`src/sv/dar_pkg.sv`:
```
// shared constants, codes and types of the device address registry
`default_nettype none

package dar_pkg;

  // table size and derived widths
  localparam int unsigned ENTRIES     = 32;
  localparam int unsigned IDX_W       = (ENTRIES > 1) ? $clog2(ENTRIES) : 1;
  localparam int unsigned CNT_W       = $clog2(ENTRIES + 1);
  localparam int unsigned MAX_RESULTS = 32;

  // field widths
  localparam int unsigned LIMIT_W = 6;
  localparam int unsigned SLOT_W  = 5;
  localparam int unsigned SHORT_W = 16;
  localparam int unsigned IEEE_W  = 64;
  localparam int unsigned CAP_W   = 8;
  localparam int unsigned SEEN_W  = 32;
  localparam int unsigned TS_W    = 63;

  typedef enum logic [0:0] {
    KIND_ANNOUNCE = 1'b0,
    KIND_SNAPSHOT = 1'b1
  } kind_e;

  typedef enum logic [1:0] {
    STATUS_UPDATED  = 2'd0,
    STATUS_NEW      = 2'd1,
    STATUS_FULL     = 2'd2,
    STATUS_SNAPSHOT = 2'd3
  } status_e;

  // one queued request
  typedef struct packed {
    kind_e               kind;
    logic [SHORT_W-1:0]  nwk_addr;
    logic [IEEE_W-1:0]   ext_addr;
    logic [CAP_W-1:0]    capability;
    logic [TS_W-1:0]     timestamp;
    logic [LIMIT_W-1:0]  limit;
  } cmd_t;

  // one table entry as stored in the ram
  typedef struct packed {
    logic [SHORT_W-1:0] nwk_addr;
    logic [IEEE_W-1:0]  ext_addr;
    logic [CAP_W-1:0]   capability;
    logic [SEEN_W-1:0]  seen;
    logic [TS_W-1:0]    last_seen;
  } entry_t;

  // one result
  typedef struct packed {
    status_e             status;
    logic [SLOT_W-1:0]   slot;
    logic                nwk_moved;
    logic [SHORT_W-1:0]  old_nwk;
    logic                entry_valid;
    entry_t              entry;
    logic                last;
  } res_t;

endpackage

`default_nettype wire

```
`src/sv/dar_front.sv`:
```
// front end: takes requests, clamps the snapshot limit, two-deep request queue
`default_nettype none

module dar_front (
  input  wire logic                         clk_i,
  input  wire logic                         rst_ni,
  input  wire logic                         push_i,
  output logic                              full_o,
  input  wire logic                         kind_i,
  input  wire logic [15:0]                  nwk_addr_i,
  input  wire logic [63:0]                  ext_addr_i,
  input  wire logic [7:0]                   capability_i,
  input  wire logic [62:0]                  timestamp_i,
  input  wire logic [5:0]                   snapshot_limit_i,
  output dar_pkg::cmd_t                     cmd_o,
  output logic                              cmd_valid_o,
  input  wire logic                         cmd_pop_i
);

  import dar_pkg::*;

  cmd_t       q_q [2];
  logic       wr_ptr_q, wr_ptr_d;
  logic       rd_ptr_q, rd_ptr_d;
  logic [1:0] cnt_q, cnt_d;
  logic       do_push, do_pop;
  cmd_t       cmd_in;

  // classify and normalize
  always_comb begin
    cmd_in            = '0;
    cmd_in.kind       = kind_e'(kind_i);
    cmd_in.nwk_addr   = nwk_addr_i;
    cmd_in.ext_addr   = ext_addr_i;
    cmd_in.capability = capability_i;
    cmd_in.timestamp  = timestamp_i;
    cmd_in.limit      = (snapshot_limit_i > LIMIT_W'(MAX_RESULTS)) ?
                        LIMIT_W'(MAX_RESULTS) : snapshot_limit_i;
  end

  assign full_o      = (cnt_q == 2'd2);
  assign cmd_valid_o = (cnt_q != 2'd0);
  assign cmd_o       = q_q[rd_ptr_q];
  assign do_push     = push_i && !full_o;
  assign do_pop      = cmd_pop_i && cmd_valid_o;

  always_comb begin
    wr_ptr_d = do_push ? !wr_ptr_q : wr_ptr_q;
    rd_ptr_d = do_pop ? !rd_ptr_q : rd_ptr_q;
    cnt_d    = cnt_q + 2'(do_push) - 2'(do_pop);
  end

  always_ff @(posedge clk_i or negedge rst_ni) begin
    if (!rst_ni) begin
      wr_ptr_q <= 1'b0;
      rd_ptr_q <= 1'b0;
      cnt_q    <= 2'd0;
    end else begin
      wr_ptr_q <= wr_ptr_d;
      rd_ptr_q <= rd_ptr_d;
      cnt_q    <= cnt_d;
    end
  end

  always_ff @(posedge clk_i) begin
    if (do_push) begin
      q_q[wr_ptr_q] <= cmd_in;
    end
  end

endmodule

`default_nettype wire

```
`config.mk`:
```
export PLATFORM = sky130hd
export DESIGN_NAME = dar_front
export DESIGN_NICKNAME = d
export VERILOG_FILES = /design/src/sv/dar_pkg.sv /design/src/sv/dar_front.sv
export SDC_FILE = /design/constraint.sdc
export NUM_CORES = 1
export LEC_CHECK = 0
export ABC_AREA = 1
export BUFFER_PORTS_ARGS = -buffer_cell sky130_fd_sc_hd__buf_4
export CORE_MARGIN = 4
export CORE_UTILIZATION = 47
export CTS_CLUSTER_DIAMETER = 60
export DETAILED_ROUTE_END_ITERATION = 8
export PLACE_DENSITY = 0.74
export SETUP_SLACK_MARGIN = 0.3
export SYNTH_ARGS = -nofsm -noshare
export SYNTH_HDL_FRONTEND = slang
export SYNTH_SLANG_ARGS = --single-unit
export TNS_END_PERCENT = 30
```
`constraint.sdc`:
```
create_clock -name clk_i -period 8 [get_ports clk_i]
set_clock_uncertainty 0.05 [all_clocks]
set_input_delay 0.8 -clock clk_i [delete_from_list [all_inputs] [get_ports clk_i]]
set_output_delay 0.8 -clock clk_i [all_outputs]
set_load 0.03 [all_outputs]
```
==> results.ini <==
[power]
ir_worst_vdd_uv=332
p_leak_nw=6.57
powerDensity_mw_per_mm2=415

[finish]
drive_gt1_frac=0.308
synthToLayoutAreaGrowth_pct=30.1
diodes=0
fill_cells=1842
register_area_mm2=0.00959
instances_no_fill=1540
fin_nets=1356
multi_input_area_mm2=0.00192

[routing]
vias_per_cell=4.81
vias=7409
drt_pass1_iterations=5
wl_per_cell_um=17.2
drt-total-wl_um=26500
drt_iter0_drc=632
drc_errors=0
detail-route-antenna-nets=0

[cts]
clock_sinks=320
cts_buffers=31
cts_max_level=1
cts_tree=done
post_cts_buffers=0
clk_path_buf_depth=3
clkSlewWorstSetupHoldPaths_ns=0.06
cts_root_buf=clkbuf_16
clk_latency_ns=0.53

[yosys]
synth.distinct_cells=18
synth_top_family_by_area=simple AND/OR/NAND/NOR gates
ys_warn_count=0
synth-xor-area-share=0.00222
synth_area_mm2=0.0118
yosysSeqAreaShare=0.811
synth_seq_cells=320
post_synth_and_or_nand_nor_area_fraction=0.155
synthMuxAreaShare=0
synth_fa_ha_area_frac=0.00212
synthCells=867
syn_avg_cell_area_um2=13.6
syn_nets=1031
synth_compound_area_frac=0.00233

[sta]
rsz0062_at_grt=false
final_max_slew_viol_count=0
tightest_slew_ns=0.995
min_period_over_period=0.521
setup_tns_ns=0
min_period_ns=4.17
final-hold-violation-count=0
slew_headroom=0.337
setup_slack_ns=3.83
fmax_mhz=240
setup_viol=0

[floorplan]
start_util=0.482
num_rows=57
die_h_um=167
die_area_mm2=0.0278
core_mm2=0.0245
io_pins=322
die_w_um=167

[global_route]
grt.overflow.total=0
grt_pass1_wl_um=40400
grt_max_degree=95
grt_pass1_vias=7518
grtUsageTotal=0.182
antenna_found_initial=1

[run_status]
status=finished, final reports clean

[placement]
dp_cells=1482
dpl.hpwl_um=17400
portBuffers=321
pre_cts_slack_ns=4.28
place_congestion=0.796

[hold_path]
hold_class=input pin to register
hold_end=q_q[1][25]$_DFFE_PP_
holdCritStartpoint=timestamp_i[19]
whs_path_depth=1

[worst_setup_path]
cp-start-kind=register
critical_path_required_ns=7.15
timing.rr.start=cnt_q[1]$_DFF_PN0_
worstPathMaxFanout=91
endpoint_kind=primary output
ff2ff_setup_slack_ns=5.35
rr_worst_depth=4
arrival_ns=3.32
crit_type=register to primary output
r2r_end=q_q[0][107]$_DFFE_PP_

[flow_run]
maxCapViolations=0

what timing repair did:
action / CTS / global route
hold buffers: 1 / 0
gates resized for setup: 0 / 0
hold endpoints to repair: 4 / 0
endpoints found under the setup margin: 0 / 0
state kept, by name, summed over array words and instances, names as in the netlist:
signal / flops
q_q: 316
cnt_q: 2
rd_ptr_q: 1
wr_ptr_q: 1
kinds of logic (layout without fill, tap and decap cells):
group	Yosys count	count (layout)
flops	320	320
fa+ha+maj	2	2
xor+xnor	3	3
simple gates	488	488
compound gates	5	5
buf+inv	49	398
metal layers:
layer | routed length, um | part of all wire | track usage
met2 | 12700 | 0.48 | 0.305
met1 | 10300 | 0.39 | 0.223
met4 | 463 | 0.017 | 0.0374
met5 | 13 | 0.00049 | 0
met3 | 2990 | 0.11 | 0.0775
cell type report:
class                   count  share of cell area
well taps                 324              0.0263
clock buffers              32              0.0507
inverters                  13             0.00366
repair buffers            328               0.160
multi-input cells         498               0.125
flip-flops and latches    320               0.624
clock inverters            25              0.0108
cell usage after synthesis:
library cell	n	area [um2]
inv_4	1	6.26
nor2_1	6	22.5
clkbuf_1	1	3.75
edfxtp_1	316	9490
o211ai_1	1	7.51
ha_1	2	25.0
xor2_1	2	17.5
buf_8	1	15.0
nand2_1	481	1810
buf_4	2	15.0
nand3_1	1	5.00
inv_1	12	45.0
xnor2_1	1	8.76
buf_2	19	95.1
o21ai_1	1	5.00
a21oi_1	3	15.0
dfrtp_1	4	100
buf_6	13	146
layout by cell type (no fill, tap or decap), drive strengths merged, types with 3 or more instances in the layout:
cell type	instances
a21oi	3
buf	327
clkbuf	32
clkinv	21
dfrtp	4
edfxtp	316
inv	14
nand2	481
nor2	6
critical path: stages, from the launching register on:
cell and delay (ns):
dfrtp_4 0.78, inv_4 0.79, buf_4 0.72, nand2_1 0.13, nand2_1 0.12, buf_4 0.16
metrics by stage:
step / area, um2 / total power [mW] / hold WS [ns] / utilization
global placement: 14400 / 5.07 / 0.416 / 0.588
finish: 15400 / 6.39 / 0.395 / 0.627
detailed placement: 14400 / 5.10 / 0.416 / 0.588
floorplan: 11800 / 4.18 / 0.400 / -
global route: 15400 / 6.73 / 0.357 / 0.627
CTS: 15400 / 6.46 / 0.360 / 0.627
worst max path at each step:
stage                     depth (start not counted)                  end  slack [ns]                 start
after floorplan                                   2  q_q[1][0]$_DFFE_PP_        2.49                push_i
after global placement                            5            cmd_o[95]        4.27  rd_ptr_q$_DFFE_PN0P_
after detailed placement                          5            cmd_o[91]        4.28  rd_ptr_q$_DFFE_PN0P_
after CTS                                         5            cmd_o[91]        3.70  rd_ptr_q$_DFFE_PN0P_
after global routing                              5            cmd_o[91]        3.51  rd_ptr_q$_DFFE_PN0P_
final                                             5            cmd_o[91]        3.83  rd_ptr_q$_DFFE_PN0P_
where the power goes:
| part | internal [mW] | switching (mW) |
|---|---|---|
| sequential | 2.29 | 0.145 |
| combinational | 0.796 | 1.81 |
| clock | 0.767 | 0.579 |
| total | 3.85 | 2.53 |
No activity file was read; power rests on OpenSTA's default activity.
